### src/rtl/core/irpdc_pkg.sv
package irpdc_pkg;

  localparam int MAX_PAIRS    = 512;
  localparam int DICT_ENTRIES = 8;
  localparam int TABLE_BYTES  = 64;
  localparam int HDR_BYTES    = 10;

  localparam int DICT_IW    = (DICT_ENTRIES > 1) ? $clog2(DICT_ENTRIES) : 1;
  localparam int DICT_CW    = $clog2(DICT_ENTRIES + 1);
  localparam int PAIR_CW    = $clog2(MAX_PAIRS + 1);
  localparam int PACK_DEPTH = (MAX_PAIRS + 1) / 2;
  localparam int PACK_AW    = (PACK_DEPTH > 1) ? $clog2(PACK_DEPTH) : 1;
  localparam int FRAME_CAP  = HDR_BYTES + TABLE_BYTES + PACK_DEPTH;
  localparam int FP_W       = $clog2(FRAME_CAP + 1);
  localparam int TABLE_ENTS = TABLE_BYTES / 4;

  localparam logic [7:0] CRC_POLY   = 8'h8C;
  localparam logic [7:0] FRAME_MARK = 8'h54;

  localparam logic STATUS_OK       = 1'b0;
  localparam logic STATUS_OVERFLOW = 1'b1;

  // header byte positions
  localparam logic [3:0] HB_MARK   = 4'd0;
  localparam logic [3:0] HB_LEN_HI = 4'd1;
  localparam logic [3:0] HB_LEN_LO = 4'd2;
  localparam logic [3:0] HB_CARR   = 4'd3;
  localparam logic [3:0] HB_CNT_HI = 4'd4;
  localparam logic [3:0] HB_CNT_LO = 4'd5;
  localparam logic [3:0] HB_VER    = 4'd8;
  localparam logic [3:0] HB_CRC    = 4'd9;

  typedef struct packed {
    logic               hit;
    logic [DICT_IW-1:0] idx;
  } dict_res_t;

  function automatic logic near_one(logic [15:0] a, logic [15:0] b);
    logic [16:0] d;
    d = {1'b0, a} - {1'b0, b};
    return (d == 17'd0) || (d == 17'd1) || (d == 17'h1FFFF);
  endfunction

  function automatic logic [7:0] crc8_step(logic [7:0] c, logic [7:0] b);
    logic [7:0] r;
    r = c ^ b;
    for (int i = 0; i < 8; i++) begin
      r = r[0] ? ((r >> 1) ^ CRC_POLY) : (r >> 1);
    end
    return r;
  endfunction

endpackage

### src/rtl/core/irpdc_if.sv
interface irpdc_pair_if;
  logic        valid;
  logic        ready;
  logic [15:0] mark_cycles;
  logic [15:0] space_cycles;
  logic        last_pair;

  modport source (output valid, mark_cycles, space_cycles, last_pair, input ready);
  modport sink   (input valid, mark_cycles, space_cycles, last_pair, output ready);
endinterface

interface irpdc_word_if;
  logic        valid;
  logic        ready;
  logic [63:0] frame_word;
  logic [3:0]  valid_bytes;
  logic        last_word;
  logic        status;

  modport source (output valid, frame_word, valid_bytes, last_word, status, input ready);
  modport sink   (input valid, frame_word, valid_bytes, last_word, status, output ready);
endinterface

### src/rtl/core/irpdc_cell.sv
module irpdc_cell
  import irpdc_pkg::*;
(
  input  logic               clk,
  input  logic [DICT_IW-1:0] cell_id,
  input  logic [DICT_CW-1:0] used,
  input  logic               wr_en,
  input  logic [15:0]        mark,
  input  logic [15:0]        space,
  input  logic               hit_in,
  output logic               hit_out,
  output logic               sel,
  output logic [31:0]        entry
);

  logic active;
  logic match;

  assign active  = DICT_CW'(cell_id) < used;
  assign match   = active && near_one(mark, entry[31:16]) && near_one(space, entry[15:0]);
  assign sel     = match && !hit_in;
  assign hit_out = hit_in || match;

  always_ff @(posedge clk) begin
    if (wr_en && (DICT_CW'(cell_id) == used)) begin
      entry <= {mark, space};
    end
  end

endmodule

### src/rtl/core/irpdc_dict.sv
module irpdc_dict
  import irpdc_pkg::*;
(
  input  logic               clk,
  input  logic [DICT_CW-1:0] used,
  input  logic               wr_en,
  input  logic [15:0]        mark,
  input  logic [15:0]        space,
  output dict_res_t          res,
  output logic [31:0]        entries [DICT_ENTRIES]
);

  logic [DICT_ENTRIES:0]   hit_c;
  logic [DICT_ENTRIES-1:0] sel;

  assign hit_c[0] = 1'b0;

  for (genvar k = 0; k < DICT_ENTRIES; k++) begin : g_cell
    irpdc_cell u_cell (
      .clk     (clk),
      .cell_id (DICT_IW'(k)),
      .used    (used),
      .wr_en   (wr_en),
      .mark    (mark),
      .space   (space),
      .hit_in  (hit_c[k]),
      .hit_out (hit_c[k+1]),
      .sel     (sel[k]),
      .entry   (entries[k])
    );
  end

  always_comb begin
    res.hit = hit_c[DICT_ENTRIES];
    res.idx = '0;
    for (int k = 0; k < DICT_ENTRIES; k++) begin
      if (sel[k]) begin
        res.idx = res.idx | DICT_IW'(k);
      end
    end
  end

endmodule

### src/rtl/core/ir_pattern_dictionary_compressor.sv
// ir pair dictionary compressor: each accepted mark/space pair is compared
// combinationally against a chain of dictionary cells (match = both halves
// within 1 of the entry, lowest cell wins) and its entry index is packed two
// per byte into an index ram; pairs are taken one per cycle while a frame is
// being collected. after the pair flagged last_pair the block stops taking
// pairs and walks the frame byte by byte, a fetch state then a use state per
// byte (the index ram read is registered): first over the body for the crc-8,
// then over the whole frame to build the 8-byte output words, holding on any
// output stall; the frame is 10 + 64 + ceil(pairs/2) bytes. a ninth distinct
// pair marks the frame as overflowed; it then ends with one word of status 1,
// valid_bytes 0. carrier_code is written through cfg_wen/cfg_wdata; the user
// must write it only while the block is idle, which the block does not enforce.
module ir_pattern_dictionary_compressor
  import irpdc_pkg::*;
(
  input  logic                clk,
  input  logic                rst,
  input  logic                cfg_wen,
  input  logic [7:0]          cfg_wdata,
  irpdc_pair_if.sink          pairs,
  irpdc_word_if.source        words
);

  typedef enum logic [2:0] {
    ST_IDLE,
    ST_FIN,
    ST_CRC_FETCH,
    ST_CRC_USE,
    ST_EM_FETCH,
    ST_EM_USE
  } state_t;

  state_t             state;
  logic [7:0]         carrier_code;
  logic [DICT_CW-1:0] dict_used;
  logic [PAIR_CW-1:0] pairs_cnt;
  logic               overflow;
  logic [3:0]         pend_nib;
  logic [7:0]         crc;
  logic [FP_W-1:0]    fp;
  logic [63:0]        wbuf;
  logic [3:0]         wcnt;

  // packed index ram
  logic [7:0]         pack_mem [PACK_DEPTH];
  logic [7:0]         rd_data;
  logic [PACK_AW-1:0] rd_addr;
  logic [PACK_AW-1:0] wr_addr;
  logic               mem_we;

  dict_res_t          res;
  logic [31:0]        entries [DICT_ENTRIES];
  logic               accept;
  logic               take;
  logic               dict_we;
  logic [DICT_IW-1:0] new_idx;

  logic [FP_W-1:0]    length;
  logic [FP_W-1:0]    body_t;
  logic [FP_W-1:0]    pk;
  logic [FP_W-1:0]    ent;
  logic [31:0]        ent_word;
  logic [7:0]         cur_byte;
  logic [63:0]        wbuf_next;
  logic               out_free;
  logic               word_full;
  logic               byte_end;
  logic               word_load;

  assign accept  = pairs.valid && pairs.ready;
  assign take    = !overflow && (pairs_cnt < PAIR_CW'(MAX_PAIRS));
  assign dict_we = accept && take && !res.hit && (dict_used < DICT_CW'(DICT_ENTRIES));
  assign new_idx = res.hit ? res.idx : DICT_IW'(dict_used);
  assign mem_we  = accept && take && (res.hit || dict_we) && pairs_cnt[0];
  assign wr_addr = PACK_AW'(pairs_cnt >> 1);

  assign pairs.ready = (state == ST_IDLE);

  irpdc_dict u_dict (
    .clk     (clk),
    .used    (dict_used),
    .wr_en   (dict_we),
    .mark    (pairs.mark_cycles),
    .space   (pairs.space_cycles),
    .res     (res),
    .entries (entries)
  );

  always_ff @(posedge clk) begin
    if (mem_we) begin
      pack_mem[wr_addr] <= {pend_nib, 4'(new_idx)};
    end
    rd_data <= pack_mem[rd_addr];
  end

  // byte of the frame at position fp
  always_comb begin
    length   = FP_W'(HDR_BYTES + TABLE_BYTES) + FP_W'((PAIR_CW'(1) + pairs_cnt) >> 1);
    body_t   = fp - FP_W'(HDR_BYTES);
    pk       = body_t - FP_W'(TABLE_BYTES);
    rd_addr  = PACK_AW'(pk);
    ent      = body_t >> 2;
    ent_word = entries[DICT_IW'(ent)];
    cur_byte = 8'h00;
    if (fp < FP_W'(HDR_BYTES)) begin
      case (fp[3:0])
        HB_MARK:   cur_byte = FRAME_MARK;
        HB_LEN_HI: cur_byte = 8'(16'(length) >> 8);
        HB_LEN_LO: cur_byte = 8'(length);
        HB_CARR:   cur_byte = carrier_code;
        HB_CNT_HI: cur_byte = 8'(16'(pairs_cnt) >> 8);
        HB_CNT_LO: cur_byte = 8'(pairs_cnt);
        HB_VER:    cur_byte = 8'h01;
        HB_CRC:    cur_byte = crc;
        default:   cur_byte = 8'h00;
      endcase
    end else if (body_t < FP_W'(TABLE_BYTES)) begin
      // table region, zero past the used entries
      if ((ent < FP_W'(dict_used)) && (ent < FP_W'(TABLE_ENTS))) begin
        case (body_t[1:0])
          2'd0:    cur_byte = ent_word[31:24];
          2'd1:    cur_byte = ent_word[23:16];
          2'd2:    cur_byte = ent_word[15:8];
          default: cur_byte = ent_word[7:0];
        endcase
      end
    end else if (pairs_cnt[0] && (pk == FP_W'(pairs_cnt >> 1))) begin
      // odd count: lone index still waiting in the pending nibble
      cur_byte = {pend_nib, 4'h0};
    end else begin
      cur_byte = rd_data;
    end
  end

  assign out_free  = !words.valid || words.ready;
  assign wbuf_next = wbuf | (64'(cur_byte) << {~wcnt[2:0], 3'b000});
  assign word_full = (wcnt == 4'd7);
  assign byte_end  = (fp == length - FP_W'(1));
  // a word goes into the output register this cycle
  assign word_load = out_free && (((state == ST_FIN) && overflow) ||
                                  ((state == ST_EM_USE) && (word_full || byte_end)));

  always_ff @(posedge clk) begin
    if (rst) begin
      state             <= ST_IDLE;
      carrier_code      <= 8'h00;
      dict_used         <= '0;
      pairs_cnt         <= '0;
      overflow          <= 1'b0;
      pend_nib          <= 4'h0;
      crc               <= 8'h00;
      fp                <= '0;
      wbuf              <= '0;
      wcnt              <= '0;
      words.valid       <= 1'b0;
      words.frame_word  <= '0;
      words.valid_bytes <= '0;
      words.last_word   <= 1'b0;
      words.status      <= STATUS_OK;
    end else begin
      if (cfg_wen) begin
        carrier_code <= cfg_wdata;
      end
      if (word_load) begin
        words.valid <= 1'b1;
      end else if (words.valid && words.ready) begin
        words.valid <= 1'b0;
      end
      case (state)
        ST_IDLE: begin
          if (accept) begin
            if (take) begin
              if (res.hit || dict_we) begin
                if (dict_we) begin
                  dict_used <= dict_used + DICT_CW'(1);
                end
                if (!pairs_cnt[0]) begin
                  pend_nib <= 4'(new_idx);
                end
                pairs_cnt <= pairs_cnt + PAIR_CW'(1);
              end else begin
                overflow <= 1'b1;
              end
            end
            if (pairs.last_pair) begin
              state <= ST_FIN;
            end
          end
        end
        ST_FIN: begin
          if (overflow) begin
            if (out_free) begin
              words.frame_word  <= '0;
              words.valid_bytes <= 4'd0;
              words.last_word   <= 1'b1;
              words.status      <= STATUS_OVERFLOW;
              dict_used         <= '0;
              pairs_cnt         <= '0;
              overflow          <= 1'b0;
              state             <= ST_IDLE;
            end
          end else begin
            crc   <= 8'h00;
            fp    <= FP_W'(HDR_BYTES);
            state <= ST_CRC_FETCH;
          end
        end
        ST_CRC_FETCH: begin
          state <= ST_CRC_USE;
        end
        ST_CRC_USE: begin
          crc <= crc8_step(crc, cur_byte);
          if (byte_end) begin
            fp    <= '0;
            state <= ST_EM_FETCH;
          end else begin
            fp    <= fp + FP_W'(1);
            state <= ST_CRC_FETCH;
          end
        end
        ST_EM_FETCH: begin
          state <= ST_EM_USE;
        end
        ST_EM_USE: begin
          if (word_full || byte_end) begin
            // hold here until the output word register frees up
            if (out_free) begin
              words.frame_word  <= wbuf_next;
              words.valid_bytes <= wcnt + 4'd1;
              words.last_word   <= byte_end;
              words.status      <= STATUS_OK;
              wbuf              <= '0;
              wcnt              <= '0;
              if (byte_end) begin
                dict_used <= '0;
                pairs_cnt <= '0;
                overflow  <= 1'b0;
                state     <= ST_IDLE;
              end else begin
                fp    <= fp + FP_W'(1);
                state <= ST_EM_FETCH;
              end
            end
          end else begin
            wbuf  <= wbuf_next;
            wcnt  <= wcnt + 4'd1;
            fp    <= fp + FP_W'(1);
            state <= ST_EM_FETCH;
          end
        end
        default: state <= ST_IDLE;
      endcase
    end
  end

  // an overflow word is always the only and final word of its frame
  a_ovf_last: assert property (@(posedge clk) disable iff (rst)
    (words.valid && (words.status == STATUS_OVERFLOW)) |-> words.last_word)
    else $error("overflow word without last_word");

  a_pair_cap: assert property (@(posedge clk) disable iff (rst)
    pairs_cnt <= PAIR_CW'(MAX_PAIRS))
    else $error("pair count beyond capacity");

  a_dict_cap: assert property (@(posedge clk) disable iff (rst)
    dict_used <= DICT_CW'(DICT_ENTRIES))
    else $error("dictionary fill beyond its entries");

  // the pair that ends a frame closes the input until the frame is out
  a_end_closes: assert property (@(posedge clk) disable iff (rst)
    (accept && pairs.last_pair) |=> !pairs.ready)
    else $error("pairs taken right after frame end");

endmodule

### src/flat_wrapper.sv
// flat-port wrapper written by rule: the top's interface ports become plain ports
module ir_pattern_dictionary_compressor_flat import irpdc_pkg::*;
  (clk, rst, cfg_wen, cfg_wdata, pairs_valid, pairs_mark_cycles, pairs_space_cycles, pairs_last_pair, pairs_ready, words_valid, words_frame_word, words_valid_bytes, words_last_word, words_status, words_ready);
  irpdc_pair_if pairs_i ();
  irpdc_word_if words_i ();
  input  logic clk;
  input  logic rst;
  input  logic cfg_wen;
  input  logic [7:0] cfg_wdata;
  input wire logic [$bits(pairs_i.valid)-1:0] pairs_valid;
  input wire logic [$bits(pairs_i.mark_cycles)-1:0] pairs_mark_cycles;
  input wire logic [$bits(pairs_i.space_cycles)-1:0] pairs_space_cycles;
  input wire logic [$bits(pairs_i.last_pair)-1:0] pairs_last_pair;
  output wire logic [$bits(pairs_i.ready)-1:0] pairs_ready;
  output wire logic [$bits(words_i.valid)-1:0] words_valid;
  output wire logic [$bits(words_i.frame_word)-1:0] words_frame_word;
  output wire logic [$bits(words_i.valid_bytes)-1:0] words_valid_bytes;
  output wire logic [$bits(words_i.last_word)-1:0] words_last_word;
  output wire logic [$bits(words_i.status)-1:0] words_status;
  input wire logic [$bits(words_i.ready)-1:0] words_ready;
  assign pairs_i.valid = pairs_valid;
  assign pairs_i.mark_cycles = pairs_mark_cycles;
  assign pairs_i.space_cycles = pairs_space_cycles;
  assign pairs_i.last_pair = pairs_last_pair;
  assign pairs_ready = pairs_i.ready;
  assign words_valid = words_i.valid;
  assign words_frame_word = words_i.frame_word;
  assign words_valid_bytes = words_i.valid_bytes;
  assign words_last_word = words_i.last_word;
  assign words_status = words_i.status;
  assign words_i.ready = words_ready;
  ir_pattern_dictionary_compressor u_core (.clk(clk), .rst(rst), .cfg_wen(cfg_wen), .cfg_wdata(cfg_wdata), .pairs(pairs_i), .words(words_i));
endmodule
### config.mk
export PLATFORM = sky130hd
export DESIGN_NAME = ir_pattern_dictionary_compressor_flat
export DESIGN_NICKNAME = d
export VERILOG_FILES = /design/src/rtl/core/irpdc_pkg.sv /design/src/rtl/core/irpdc_if.sv /design/src/rtl/core/irpdc_cell.sv /design/src/rtl/core/irpdc_dict.sv /design/src/rtl/core/ir_pattern_dictionary_compressor.sv /design/src/flat_wrapper.sv
export SDC_FILE = /design/constraint.sdc
export NUM_CORES = 2
export LEC_CHECK = 0
export ABC_AREA = 0
export ABC_CLOCK_PERIOD_IN_PS = 17100
export BUFFER_PORTS_ARGS = -buffer_cell sky130_fd_sc_hd__buf_2
export CAP_MARGIN = 20
export CORE_ASPECT_RATIO = 1.1
export CORE_MARGIN = 8
export CORE_UTILIZATION = 55
export DETAILED_ROUTE_END_ITERATION = 16
export PLACE_DENSITY = 0.75
export SLEW_MARGIN = 20
export SYNTH_ARGS = -nofsm -noshare
export SYNTH_HDL_FRONTEND = slang
export SYNTH_SLANG_ARGS = --single-unit
### constraint.sdc
create_clock -name clk -period 17.1 [get_ports clk]
set_input_delay 2.565 -clock clk [delete_from_list [all_inputs] [get_ports clk]]
set_output_delay 2.565 -clock clk [all_outputs]
set_load 0.005 [all_outputs]
==> flow_metrics.tcl <==
set metrics [dict create \
    outcome "completed" \
    avgSynthCellArea_um2 14.2 \
    io_buffers 117 \
    cts.clk_slew.worst_paths_ns 0.06 \
    synth_top_area_share_pct 55.5 \
    place_area_um2 99700 \
    yosys-top-cells-area "edfxtp_1 56%, mux4_2 13%, dfxtp_1 3.9%, ha_1 3.6%, a21oi_1 1.9%" \
    cp-start-kind "input port" \
    r2r-start "u_core.u_dict.g_cell[0].u_cell.entry[0]" \
    min_path_type "reg2reg" \
    synth_warnings 0 \
    regArea_um2 57700 \
    syn_inst 6808 \
    holdPathStages 2 \
    grt_max_degree 200 \
    netlist_area_um2 96900 \
    placementRows 161 \
    synth_common_cells "1792 x edfxtp_1, 570 x mux4_2, 478 x nor2_1" \
    path_max_fanout 21 \
    hold_path_end "u_core.words.frame_word[8]" \
    ys_types 119 \
    fin_cells 9280 \
    finClkSkew_ns 0.0470 \
    dp_cells 8929 \
    core_um2 175000 \
    leakage_uw 0.0363 \
    drv_slew 0 \
    wl_per_cell_um 29.4 \
    clock_latency_ns 0.86 \
    setup_viol 0 \
    yosysSeqAreaShare_pct 59.5 \
    drt-vias-per-instance 6.80 \
    reg2reg_to "u_core.pack_mem[149][1]" \
    synth-seq-cells 1983 \
    syn-num-nets 7147 \
    antenna_found_initial 10 \
    fp.dieH_um 456 \
    crit_type "in2reg" \
    drc 0 \
    slew_headroom_pct 18.6 \
    synth_edf_count 1792 \
    yosys.area.top_type "edfxtp_1" \
    rsz0062_at_grt "no" \
    h-tree-depth 4 \
    dp_hpwl_mm 170 \
    maxCapViolations 0 \
    cts-hold-fix-buffers 0 \
    cts_resized 0 \
    grt.overflow.total 0 \
    routabilityCongestion 0.943 \
    period_minus_slack_ns 8.87 \
    drtAntennaViolNets 0 \
    dp_slack_ns 7.60 \
    ir_drop_v 0.000137 \
    num_io_pins 118 \
    required_ns 17.57 \
    reg2reg_slack_ns 10.29 \
    design.die.area_um2 190000 \
    clkSinkCount 1983 \
    cts_buffers 188 \
    fin_area_um2 106000 \
    synth_flop_cell "edfxtp_1" \
    tns_ns 0 \
    fmax_mhz 113 \
    nets 7176 \
    multi_input_area_um2 36700 \
    track_usage_pct 28.0 \
    worst_slack_ns 8.23 \
    grt_pass1_wl_mm 405 \
    die_x_um 416 \
    ff2ff_path_depth 16 \
    hold_start "u_core.words.frame_word[8]" \
    fillCellCount 12611 \
    grt_pass1_vias 61652 \
    powerDensity_nw_per_um2 133 \
    fin_crit_sh_pct 51.9 \
    num_vias 63124 \
    dr.first_iter.drc_count 7575 \
    end_kind "flip-flop" \
    firstDrtPassIters 8 \
    drive_above_1_share_pct 16.6 \
    wl_mm 273 \
    yosysMostFrequentCell "edfxtp_1" \
    cp.arrival_ns 9.34 \
    start_util_pct 55.4 \
    post-cts-setup-buffers 0 \
    cts_tree "done" \
    worst_pin_slew_ns 1.22 \
    async_reset_ff_share_pct 0 \
    hold_viol 0 \
    cts_root_buf "clkbuf_16" \
    syn2layout_area_growth_pct 9.35 \
    cts_buffer_depth 3 \
]
[how the worst max path moves through the flow]
stage,startpoint,to,slack [ns],cells after the start
floorplan,pairs_mark_cycles[0],u_core.pack_mem[0][2],3.20,14
global placement,pairs_space_cycles[1],u_core.pack_mem[101][1],7.68,17
detailed placement,pairs_space_cycles[1],u_core.pack_mem[69][1],7.60,17
CTS,pairs_space_cycles[1],u_core.pack_mem[28][0],8.42,17
global route,pairs_space_cycles[1],u_core.pack_mem[149][1],8.07,17
finish,pairs_space_cycles[1],u_core.pack_mem[149][1],8.23,17
[per-layer routing]
layer | wire (µm) | vias to the layer above | GRT usage, %
met5 | 62 | - | 0
met4 | 17400 | 10 | 14.7
met3 | 22500 | 733 | 4.73
met2 | 134000 | 3828 | 46.7
met1 | 98700 | 31622 | 35.2
li1 | - | 26931 | -
[area by class of cell]
cell class	instances	area share, %
Multi-Input combinational cell	4130	34.6
Tap cell	2282	2.69
Timing Repair Buffer	188	1.17
Sequential cell	1983	54.4
Clock inverter	124	1.26
Clock buffer	224	4.62
Antenna cell	3	0.00709
Inverter	346	1.23
[cell families after synthesis]
kind of cell	count (synthesis)	share of synthesized area, %
compound gates	1251	8.65
fa+ha+maj	293	3.91
flops	1983	59.5
buf+inv	695	2.81
mux	628	13.9
simple gates	1742	9.31
xor+xnor	216	1.98
[sequential cells by signal (all words and copies together), names as in the netlist, 6 cells and up]
register	cells
u_core.wbuf	64
u_core.words.frame_word	64
u_core.pairs_cnt	10
u_core.crc	8
u_core.fp	9
u_core.pack_mem	1536
u_core.carrier_code	8
u_core.rd_data	6
u_core.u_dict.g_cell.u_cell.entry	256
[stage by stage]
| step | util [%] | power (µW) | hold slack [ns] |
|---|---|---|---|
| finish | 60.5 | 14100 | 0.447 |
| detailed placement | 57.0 | 9820 | 0.434 |
| global placement | 56.9 | 9730 | 0.436 |
| floorplan | - | 8620 | 0.426 |
| CTS | 60.5 | 14100 | 0.448 |
| global route | 60.5 | 14500 | 0.469 |
[power breakdown]
group / internal, µW / leakage [µW] / switching (µW) / total, µW
sequential: 5550 / 0.0188 / 113 / 5660
combinational: 1680 / 0.0145 / 2470 / 4150
clock: 2340 / 0.00299 / 1910 / 4250
[worst max-delay path, stage by stage]
cell	delay, ns
buf_2	0.48
inv_1	0.35
fa_1	0.52
nand2b_1	0.18
a211oi_1	0.46
o21a_1	0.31
a21oi_1	0.12
o311ai_0	0.45
nand3_1	0.13
o32ai_1	0.83
o21ai_0	0.27
nor4bb_2	0.29
a31oi_1	0.17
buf_4	0.22
and2b_2	0.46
nand4_4	0.69
nor2_1	0.75
[cells in the final DEF (no fill, tap or decap), types with 35 or more instances in the layout]
cell       count
a211oi_1      60
a21o_1        75
a21oi_1      364
a31oi_1       35
and3_1        50
buf_2        116
buf_4         63
clkbuf_16    190
clkinv_1      37
dfxtp_1      186
edfxtp_1    1792
ha_1         276
inv_1        340
mux2i_1       46
mux4_2       570
nand2_1      334
nand2b_1      50
nand3_1      131
nand3b_1      35
nand4_1       69
nor2_1       477
nor2b_1       54
nor3_1       204
nor4_1        62
o211ai_1      62
o21a_1        61
o21ai_0      202
or3_1         36
xnor2_1      112
xor2_1       100
(Power assumes the default switching activity.)
